`config.mk`:
```
export PLATFORM = sky130hd
export DESIGN_NAME = sha256_sha224_hash_core
export DESIGN_NICKNAME = d
export VERILOG_FILES = /design/src/rtl/sha2_pkg.sv /design/src/rtl/sha2_sched.sv /design/src/rtl/sha2_round.sv /design/src/rtl/sha256_sha224_hash_core.sv
export SDC_FILE = /design/constraint.sdc
export NUM_CORES = 2
export LEC_CHECK = 0
export BUFFER_PORTS_ARGS = -buffer_cell sky130_fd_sc_hd__buf_2
export CORE_UTILIZATION = 25
export CTS_CLUSTER_SIZE = 10
export DETAILED_ROUTE_END_ITERATION = 7
export SYNTH_ARGS = -nofsm -noshare
export SYNTH_HDL_FRONTEND = slang
export SYNTH_SLANG_ARGS = --single-unit
```
`constraint.sdc`:
```
create_clock -name clk_i -period 18.5 [get_ports clk_i]
set_clock_uncertainty 0.1 [all_clocks]
set_input_delay 4.625 -clock clk_i [delete_from_list [all_inputs] [get_ports clk_i]]
set_output_delay 4.625 -clock clk_i [all_outputs]
set_load 0.05 [all_outputs]
```
`src/rtl/sha2_pkg.sv`:
```
// Types, constants and round functions for the SHA-256/SHA-224 hash core.
// No dependencies; used by every module of the core.
package sha2_pkg;

  localparam int unsigned WordW   = 32;
  localparam int unsigned Rounds  = 64;
  localparam int unsigned WinLen  = 16;

  // Mode codes
  localparam logic MODE_SHA256 = 1'b0;
  localparam logic MODE_SHA224 = 1'b1;

  // Index of the last digest word per mode
  localparam logic [2:0] LAST_IDX_SHA256 = 3'd7;
  localparam logic [2:0] LAST_IDX_SHA224 = 3'd6;

  typedef logic [7:0][WordW-1:0] state_t;

  typedef struct packed {
    logic [WordW-1:0] message_word;
    logic             final_block;
  } msg_word_t;

  typedef struct packed {
    logic [WordW-1:0] digest_word;
    logic             digest_last;
  } digest_word_t;

  typedef struct packed {
    logic shift_in;
    logic expand;
  } sched_ctrl_t;

  typedef struct packed {
    logic load;
    logic step;
  } round_ctrl_t;

  localparam logic [WordW-1:0] IV256 [8] = '{
    32'h6a09e667, 32'hbb67ae85, 32'h3c6ef372, 32'ha54ff53a,
    32'h510e527f, 32'h9b05688c, 32'h1f83d9ab, 32'h5be0cd19
  };

  localparam logic [WordW-1:0] IV224 [8] = '{
    32'hc1059ed8, 32'h367cd507, 32'h3070dd17, 32'hf70e5939,
    32'hffc00b31, 32'h68581511, 32'h64f98fa7, 32'hbefa4fa4
  };

  localparam logic [WordW-1:0] K [Rounds] = '{
    32'h428a2f98, 32'h71374491, 32'hb5c0fbcf, 32'he9b5dba5,
    32'h3956c25b, 32'h59f111f1, 32'h923f82a4, 32'hab1c5ed5,
    32'hd807aa98, 32'h12835b01, 32'h243185be, 32'h550c7dc3,
    32'h72be5d74, 32'h80deb1fe, 32'h9bdc06a7, 32'hc19bf174,
    32'he49b69c1, 32'hefbe4786, 32'h0fc19dc6, 32'h240ca1cc,
    32'h2de92c6f, 32'h4a7484aa, 32'h5cb0a9dc, 32'h76f988da,
    32'h983e5152, 32'ha831c66d, 32'hb00327c8, 32'hbf597fc7,
    32'hc6e00bf3, 32'hd5a79147, 32'h06ca6351, 32'h14292967,
    32'h27b70a85, 32'h2e1b2138, 32'h4d2c6dfc, 32'h53380d13,
    32'h650a7354, 32'h766a0abb, 32'h81c2c92e, 32'h92722c85,
    32'ha2bfe8a1, 32'ha81a664b, 32'hc24b8b70, 32'hc76c51a3,
    32'hd192e819, 32'hd6990624, 32'hf40e3585, 32'h106aa070,
    32'h19a4c116, 32'h1e376c08, 32'h2748774c, 32'h34b0bcb5,
    32'h391c0cb3, 32'h4ed8aa4a, 32'h5b9cca4f, 32'h682e6ff3,
    32'h748f82ee, 32'h78a5636f, 32'h84c87814, 32'h8cc70208,
    32'h90befffa, 32'ha4506ceb, 32'hbef9a3f7, 32'hc67178f2
  };

  function automatic state_t init_value(input logic mode);
    state_t s;
    for (int i = 0; i < 8; i++) begin
      s[i] = (mode == MODE_SHA224) ? IV224[i] : IV256[i];
    end
    return s;
  endfunction

  function automatic logic [WordW-1:0] rotr(input logic [WordW-1:0] x, input int unsigned n);
    return (x >> n) | (x << (WordW - n));
  endfunction

  function automatic logic [WordW-1:0] big_sigma0(input logic [WordW-1:0] x);
    return rotr(x, 2) ^ rotr(x, 13) ^ rotr(x, 22);
  endfunction

  function automatic logic [WordW-1:0] big_sigma1(input logic [WordW-1:0] x);
    return rotr(x, 6) ^ rotr(x, 11) ^ rotr(x, 25);
  endfunction

  function automatic logic [WordW-1:0] small_sigma0(input logic [WordW-1:0] x);
    return rotr(x, 7) ^ rotr(x, 18) ^ (x >> 3);
  endfunction

  function automatic logic [WordW-1:0] small_sigma1(input logic [WordW-1:0] x);
    return rotr(x, 17) ^ rotr(x, 19) ^ (x >> 10);
  endfunction

endpackage

```
`src/rtl/sha2_sched.sv`:
```
// Message schedule: a sixteen-word shifting window, filled by input words
// and extended in place during the rounds. Depends on sha2_pkg.
module sha2_sched (
  input  logic                          clk_i,
  input  sha2_pkg::sched_ctrl_t         ctrl_i,
  input  logic [sha2_pkg::WordW-1:0]    word_i,
  output logic [sha2_pkg::WordW-1:0]    w_o
);

  logic [sha2_pkg::WinLen-1:0][sha2_pkg::WordW-1:0] win_q;
  logic [sha2_pkg::WordW-1:0] w_new;

  // Next schedule word from the window (window slot k holds w[t+k])
  assign w_new = sha2_pkg::small_sigma1(win_q[14]) + win_q[9]
               + sha2_pkg::small_sigma0(win_q[1]) + win_q[0];

  assign w_o = win_q[0];

  // Shift the window: new message word or expanded word enters at the top
  always_ff @(posedge clk_i) begin
    if (ctrl_i.shift_in || ctrl_i.expand) begin
      for (int i = 0; i < sha2_pkg::WinLen - 1; i++) begin
        win_q[i] <= win_q[i+1];
      end
      win_q[sha2_pkg::WinLen-1] <= ctrl_i.shift_in ? word_i : w_new;
    end
  end

endmodule

```
`src/rtl/sha2_round.sv`:
```
// Round unit: the eight working variables and one compression round per
// step, shared across all 64 rounds. Depends on sha2_pkg.
module sha2_round (
  input  logic                          clk_i,
  input  sha2_pkg::round_ctrl_t         ctrl_i,
  input  sha2_pkg::state_t              init_i,
  input  logic [sha2_pkg::WordW-1:0]    k_i,
  input  logic [sha2_pkg::WordW-1:0]    w_i,
  output sha2_pkg::state_t              vars_o
);

  sha2_pkg::state_t v_q;
  sha2_pkg::state_t v_next;
  logic [sha2_pkg::WordW-1:0] t1, t2, ch, maj;

  // One round of the compression function
  always_comb begin
    ch  = (v_q[4] & v_q[5]) ^ (~v_q[4] & v_q[6]);
    maj = (v_q[0] & v_q[1]) ^ (v_q[0] & v_q[2]) ^ (v_q[1] & v_q[2]);
    t1  = v_q[7] + sha2_pkg::big_sigma1(v_q[4]) + ch + k_i + w_i;
    t2  = sha2_pkg::big_sigma0(v_q[0]) + maj;
    v_next[0] = t1 + t2;
    v_next[1] = v_q[0];
    v_next[2] = v_q[1];
    v_next[3] = v_q[2];
    v_next[4] = v_q[3] + t1;
    v_next[5] = v_q[4];
    v_next[6] = v_q[5];
    v_next[7] = v_q[6];
  end

  // Load from the chaining value, or advance one round
  always_ff @(posedge clk_i) begin
    if (ctrl_i.load) begin
      v_q <= init_i;
    end else if (ctrl_i.step) begin
      v_q <= v_next;
    end
  end

  assign vars_o = v_q;

endmodule

```
`src/rtl/sha256_sha224_hash_core.sv`:
```
// Top level of the SHA-256/SHA-224 hash core: sequencer, chaining value and
// digest output. Depends on sha2_pkg, sha2_sched and sha2_round.
//
//   channel  direction  payload         handshake
//   in       input      msg_word_t      in_valid_i / in_ready_o
//   out      output     digest_word_t   out_valid_o / out_ready_i
//   cfg      input      1-bit mode      cfg_valid_i / cfg_ready_o
//
// Words 1 to 15 of a block only fill the schedule window. The sixteenth word
// starts the 64 rounds on the shared round unit, then the chaining add. A
// final block then shows 8 (SHA-256) or 7 (SHA-224) digest words, one per
// cycle while out_ready_i is high. Reset selects SHA-256 and loads its
// initial value; input and mode writes are refused while rounds run or the
// digest is being drained.
module sha256_sha224_hash_core (
  input  logic                   clk_i,
  input  logic                   rst_ni,
  input  logic                   in_valid_i,
  output logic                   in_ready_o,
  input  sha2_pkg::msg_word_t    in_data_i,
  output logic                   out_valid_o,
  input  logic                   out_ready_i,
  output sha2_pkg::digest_word_t out_data_o,
  input  logic                   cfg_valid_i,
  output logic                   cfg_ready_o,
  input  logic                   cfg_data_i
);

  typedef enum logic [1:0] {
    S_IDLE,
    S_ROUND,
    S_ADD,
    S_OUT
  } state_e;

  state_e            state_q, state_d;
  logic [5:0]        rnd_q, rnd_d;
  logic [3:0]        wpos_q, wpos_d;
  logic [2:0]        idx_q, idx_d;
  logic              final_q, final_d;
  logic              mode_q, mode_d;
  sha2_pkg::state_t  h_q, h_d;

  sha2_pkg::sched_ctrl_t      sched_ctrl;
  sha2_pkg::round_ctrl_t      round_ctrl;
  sha2_pkg::state_t           vars;
  logic [sha2_pkg::WordW-1:0] w_cur;
  logic                       in_acc, cfg_acc, out_acc, is_last;

  assign cfg_ready_o = (state_q == S_IDLE);
  assign in_ready_o  = (state_q == S_IDLE) && !cfg_valid_i;
  assign cfg_acc     = cfg_valid_i && cfg_ready_o;
  assign in_acc      = in_valid_i && in_ready_o;
  assign out_valid_o = (state_q == S_OUT);
  assign out_acc     = out_valid_o && out_ready_i;

  assign is_last = (idx_q == ((mode_q == sha2_pkg::MODE_SHA224) ?
                    sha2_pkg::LAST_IDX_SHA224 : sha2_pkg::LAST_IDX_SHA256));

  assign out_data_o.digest_word = h_q[idx_q];
  assign out_data_o.digest_last = is_last;

  // Drive the schedule window and the round unit
  assign sched_ctrl.shift_in = in_acc;
  assign sched_ctrl.expand   = (state_q == S_ROUND);
  assign round_ctrl.load     = in_acc && (wpos_q == 4'hf);
  assign round_ctrl.step     = (state_q == S_ROUND);

  sha2_sched u_sched (
    .clk_i  (clk_i),
    .ctrl_i (sched_ctrl),
    .word_i (in_data_i.message_word),
    .w_o    (w_cur)
  );

  sha2_round u_round (
    .clk_i  (clk_i),
    .ctrl_i (round_ctrl),
    .init_i (h_q),
    .k_i    (sha2_pkg::K[rnd_q]),
    .w_i    (w_cur),
    .vars_o (vars)
  );

  // Sequencer next state
  always_comb begin
    state_d = state_q;
    rnd_d   = rnd_q;
    wpos_d  = wpos_q;
    idx_d   = idx_q;
    final_d = final_q;
    mode_d  = mode_q;
    h_d     = h_q;
    unique case (state_q)
      S_IDLE: begin
        if (cfg_acc) begin
          mode_d = cfg_data_i;
          h_d    = sha2_pkg::init_value(cfg_data_i);
          wpos_d = '0;
        end else if (in_acc) begin
          wpos_d = wpos_q + 4'd1;
          if (wpos_q == 4'hf) begin
            final_d = in_data_i.final_block;
            rnd_d   = '0;
            state_d = S_ROUND;
          end
        end
      end
      S_ROUND: begin
        rnd_d = rnd_q + 6'd1;
        if (rnd_q == 6'(sha2_pkg::Rounds - 1)) begin
          state_d = S_ADD;
        end
      end
      S_ADD: begin
        for (int i = 0; i < 8; i++) begin
          h_d[i] = h_q[i] + vars[i];
        end
        idx_d   = '0;
        state_d = final_q ? S_OUT : S_IDLE;
      end
      S_OUT: begin
        if (out_acc) begin
          if (is_last) begin
            h_d     = sha2_pkg::init_value(mode_q);
            state_d = S_IDLE;
          end else begin
            idx_d = idx_q + 3'd1;
          end
        end
      end
      default: state_d = S_IDLE;
    endcase
  end

  // Hold state, counters, mode and chaining value
  always_ff @(posedge clk_i or negedge rst_ni) begin
    if (!rst_ni) begin
      state_q <= S_IDLE;
      rnd_q   <= '0;
      wpos_q  <= '0;
      idx_q   <= '0;
      final_q <= 1'b0;
      mode_q  <= sha2_pkg::MODE_SHA256;
      h_q     <= sha2_pkg::init_value(sha2_pkg::MODE_SHA256);
    end else begin
      state_q <= state_d;
      rnd_q   <= rnd_d;
      wpos_q  <= wpos_d;
      idx_q   <= idx_d;
      final_q <= final_d;
      mode_q  <= mode_d;
      h_q     <= h_d;
    end
  end

endmodule

```
==> impl_metrics.prom <==
# TYPE chip_impl_metric gauge
chip_impl_info{name="outcome",value="finished, final reports clean"} 1
chip_impl_metric{name="synthArstFlopShare",unit=""} 0.262
chip_impl_metric{name="worst-slew-pin-transition",unit="ns"} 1.22
chip_impl_metric{name="post_cts_buffers",unit=""} 0
chip_impl_info{name="critPathLaunchType",value="primary input"} 1
chip_impl_metric{name="cp_num_buf_inv",unit=""} 2
chip_impl_metric{name="via_per_inst",unit=""} 5.10
chip_impl_metric{name="vias",unit=""} 50800
chip_impl_metric{name="yosys.area_share.xor_xnor",unit=""} 0.0720
chip_impl_metric{name="layout_cell_share_with_drive_strength_beyond_1",unit=""} 0.0954
chip_impl_metric{name="timing.fmax",unit="MHz"} 99.6
chip_impl_metric{name="ys_types",unit=""} 106
chip_impl_info{name="critPathLaunch",value="cfg_valid_i"} 1
chip_impl_metric{name="max_cap_viol_count",unit=""} 0
chip_impl_info{name="hold_class",value="register to register"} 1
chip_impl_metric{name="area_delta_synth_final",unit="%"} 11.7
chip_impl_metric{name="nets",unit=""} 6985
chip_impl_metric{name="critical_path_required",unit="ns"} 13.78
chip_impl_metric{name="synth_mux_area_frac",unit=""} 0.0369
chip_impl_metric{name="share_of_the_synthesized_area_in_compound_gates_ao_oa_aoi_oai",unit=""} 0.151
chip_impl_metric{name="synth.avg_cell_area",unit="um^2"} 10.5
chip_impl_metric{name="insertion_delay",unit="ns"} 0.81
chip_impl_info{name="clock_tree_from_tritoncts",value="done"} 1
chip_impl_info{name="synth_flop_cell",value="sky130_fd_sc_hd__edfxtp_1"} 1
chip_impl_info{name="cell_type_with_the_highest_occurrence_count_on_the_critical_path",value="sky130_fd_sc_hd__buf_2"} 1
chip_impl_metric{name="report.final.setup_viol",unit=""} 0
chip_impl_metric{name="cts_resized",unit=""} 0
chip_impl_metric{name="syn_area",unit="um^2"} 66900
chip_impl_metric{name="yosys_warnings",unit=""} 0
chip_impl_metric{name="die_footprint",unit="um^2"} 270000
chip_impl_info{name="worstPathCellList",value="buf_2 > nor2_1 > buf_2"} 1
chip_impl_metric{name="finalWorstPathRequiredPeriod",unit="ns"} 10.04
chip_impl_info{name="synth_most_common_cell",value="sky130_fd_sc_hd__nand2_1"} 1
chip_impl_metric{name="yosys.area_share.simple",unit=""} 0.123
chip_impl_metric{name="grt_first_pass_wirelength",unit="um"} 335000
chip_impl_info{name="crit_type",value="primary input to primary output"} 1
chip_impl_info{name="worst_r2r_startpoint",value="rnd_q[1]"} 1
chip_impl_metric{name="layout_worst_path_cycle_share",unit=""} 0.543
chip_impl_metric{name="num-fill-cells",unit=""} 27500
chip_impl_metric{name="seq_area_frac_synth",unit=""} 0.449
chip_impl_metric{name="drt_iter0_markers",unit=""} 5530
chip_impl_metric{name="ys_seq_elements",unit=""} 1041
chip_impl_metric{name="floorplan.die.width",unit="um"} 519
chip_impl_info{name="cell_chosen_for_the_clock_root",value="sky130_fd_sc_hd__clkbuf_16"} 1
chip_impl_metric{name="detailedPlacementHpwl",unit="um"} 170000
chip_impl_info{name="cell_family_with_most_cp_delay",value="buffers and inverters"} 1
chip_impl_info{name="capture_instance_of_the_worst_register_to_register_path",value="u_round.vars_o[29]"} 1
chip_impl_metric{name="number_of_synthesized_flops_with_an_enable_pin",unit=""} 768
chip_impl_metric{name="yosys.area_share.adder",unit=""} 0.137
chip_impl_info{name="rsz0062_at_grt",value="no"} 1
chip_impl_metric{name="grt_max_degree",unit=""} 204
chip_impl_metric{name="timing.slew.headroom",unit=""} 0.183
chip_impl_metric{name="gpl.final_weighted_congestion",unit=""} 0.948
chip_impl_metric{name="floorplan.io_pins",unit=""} 75
chip_impl_metric{name="netlist.area_leader.share",unit=""} 0.345
chip_impl_info{name="crit_slowest_cell",value="sky130_fd_sc_hd__buf_2"} 1
chip_impl_metric{name="synth.net_count",unit=""} 7031
chip_impl_metric{name="htree_levels",unit=""} 3
chip_impl_metric{name="clk_pin_slew",unit="ns"} 0.06
chip_impl_metric{name="fp.dieH",unit="um"} 519
chip_impl_metric{name="placement.io_buffers",unit=""} 74
chip_impl_metric{name="initial_utilization",unit=""} 0.252
chip_impl_metric{name="finalHoldViolations",unit=""} 0
chip_impl_metric{name="regArea",unit="um^2"} 30100
chip_impl_metric{name="cts_sinks",unit=""} 1041
chip_impl_metric{name="totalNegativeSetupSlack",unit="ns"} 0
chip_impl_metric{name="totalWireLength",unit="um"} 231000
chip_impl_info{name="synth.largest_area_cell",value="sky130_fd_sc_hd__edfxtp_1"} 1
chip_impl_metric{name="timing.critical_path.depth",unit=""} 3
chip_impl_metric{name="floorplan.core_area",unit="um^2"} 266000
chip_impl_metric{name="postSynthCellCount",unit=""} 6396
chip_impl_metric{name="drv_slew",unit=""} 0
chip_impl_metric{name="drtPass1Iterations",unit=""} 5
chip_impl_metric{name="antenna_violations_before_repair",unit=""} 16
chip_impl_metric{name="cts-hold-fix-buffers",unit=""} 0
chip_impl_metric{name="final_antenna_net_count",unit=""} 0
chip_impl_metric{name="cts_max_path_buffers",unit=""} 3
chip_impl_info{name="netlist_top_cells_area",value="sky130_fd_sc_hd__edfxtp_1 (34%), sky130_fd_sc_hd__ha_1 (7.5%), sky130_fd_sc_hd__fa_1 (5.9%)"} 1
chip_impl_info{name="synth_top_family_by_area",value="compound AO/OA/AOI/OAI gates"} 1
chip_impl_metric{name="cts-buffers-inserted",unit=""} 120
chip_impl_metric{name="ff2ff_path_depth",unit=""} 30
chip_impl_metric{name="via_count_of_the_first_global_routing_pass",unit=""} 49200
chip_impl_metric{name="timing.critical_path.fanout_max",unit=""} 9
chip_impl_metric{name="cpPeakStageDelay",unit="ns"} 0.30
chip_impl_metric{name="drt_drc_violations_left",unit=""} 0
chip_impl_metric{name="grt_use_total",unit=""} 0.167
chip_impl_metric{name="worstPathArrival",unit="ns"} 5.32
chip_impl_metric{name="placementRows",unit=""} 189
chip_impl_info{name="cp-endpoint",value="in_ready_o"} 1
chip_impl_info{name="synth.top_cells.by_count",value="sky130_fd_sc_hd__nand2_1 (956), sky130_fd_sc_hd__edfxtp_1 (768), sky130_fd_sc_hd__a21oi_1 (474), sky130_fd_sc_hd__o21ai_0 (426), sky130_fd_sc_hd__nor2_1 (420)"} 1
chip_impl_info{name="category_of_the_worst_setup_path_capture_point",value="primary output"} 1
chip_impl_metric{name="rrSetupSlack",unit="ns"} 8.71
chip_impl_metric{name="final.hold.worst_slack",unit="ns"} 0.299
chip_impl_metric{name="grt.overflow.total",unit=""} 0
chip_impl_metric{name="wire_length_per_cell_after_detailed_routing",unit="um"} 23.1
chip_impl_metric{name="multi_input_comb_area",unit="um^2"} 34800
==> area by class of cell <==
type,instances,share of cell area
antenna,3,0.000100
clock buffer,185,0.0448
clock inverter,15,0.00315
inverter,241,0.0122
multi-input combinational,4811,0.466
sequential,1041,0.403
tap,3533,0.0592
timing repair buffer,135,0.0117
==> routing by layer <==
metal	track usage	part of all wire
met1	0.226	0.43
met2	0.263	0.45
met3	0.0262	0.073
met4	0.0672	0.044
met5	0	0.00020
==> layout by cell type, fill, tap and decap left out, types with 54 or more instances in the layout <==
cell type | Yosys | routed
sky130_fd_sc_hd__clkbuf_1 | 265 | 55
sky130_fd_sc_hd__dfrtp_1 | 137 | 130
sky130_fd_sc_hd__mux4_2 | 66 | 66
sky130_fd_sc_hd__a21oi_1 | 474 | 473
sky130_fd_sc_hd__clkbuf_16 | 0 | 120
sky130_fd_sc_hd__buf_2 | 2 | 73
sky130_fd_sc_hd__nand3_1 | 94 | 94
sky130_fd_sc_hd__edfxtp_1 | 768 | 768
sky130_fd_sc_hd__xnor2_1 | 389 | 389
sky130_fd_sc_hd__mux2_2 | 56 | 56
sky130_fd_sc_hd__buf_4 | 1 | 58
sky130_fd_sc_hd__nor3_1 | 98 | 98
sky130_fd_sc_hd__xor2_1 | 161 | 161
sky130_fd_sc_hd__nor2_1 | 420 | 417
sky130_fd_sc_hd__dfstp_2 | 136 | 136
sky130_fd_sc_hd__o21a_1 | 54 | 54
sky130_fd_sc_hd__ha_1 | 400 | 400
sky130_fd_sc_hd__o21ai_0 | 426 | 426
sky130_fd_sc_hd__a21o_1 | 187 | 186
sky130_fd_sc_hd__fa_1 | 196 | 196
sky130_fd_sc_hd__nand2b_1 | 60 | 59
sky130_fd_sc_hd__nand2_1 | 956 | 952
sky130_fd_sc_hd__inv_1 | 239 | 238
sky130_fd_sc_hd__a211oi_1 | 60 | 60
==> through the flow <==
step	cell area, um^2	utilization	instances	setup WS, ns
finish	74700	0.281	9964	8.46
CTS	74700	0.281	9961	8.43
detailed placement	71100	0.268	9761	8.43
global placement	71100	0.268	9761	8.44
floorplan	66900	-	6396	0.511
global route	74700	0.281	9962	8.31
==> kinds of logic (layout without fill, tap and decap cells) <==
logic type	after synthesis	after routing
adder cells (fa/ha/maj)	617	617
multiplexers	157	157
AND/OR/NAND/NOR	1879	1879
buffers and inverters	544	576
flip-flops	1041	1041
AO/OA/AOI/OAI	1608	1608
XOR/XNOR	550	550
other	0	3
==> worst min-delay path by stage <==
stage / endpoint / startpoint / cells after the start
global placement: u_sched.win_q[351] / u_sched.win_q[383] / 0
floorplan: u_sched.win_q[100] / u_sched.win_q[132] / 0
detailed placement: u_sched.win_q[133] / u_sched.win_q[165] / 0
finish: u_sched.win_q[90] / u_sched.win_q[122] / 0
CTS: u_sched.win_q[90] / u_sched.win_q[122] / 0
global route: u_sched.win_q[359] / u_sched.win_q[391] / 0
==> sequential cells by signal (all words and copies together), names as in the netlist <==
signal          flops
u_sched.win_q     480
h_q               256
u_round.vars_o    256
u_sched.w_o        32
rnd_q               6
wpos_q              4
idx_q               3
state_q             2
final_q             1
mode_q              1
Power is left out: the tool's default activity adds up to more than one toggle a clock period on the data nets, which glitch-free logic cannot reach.
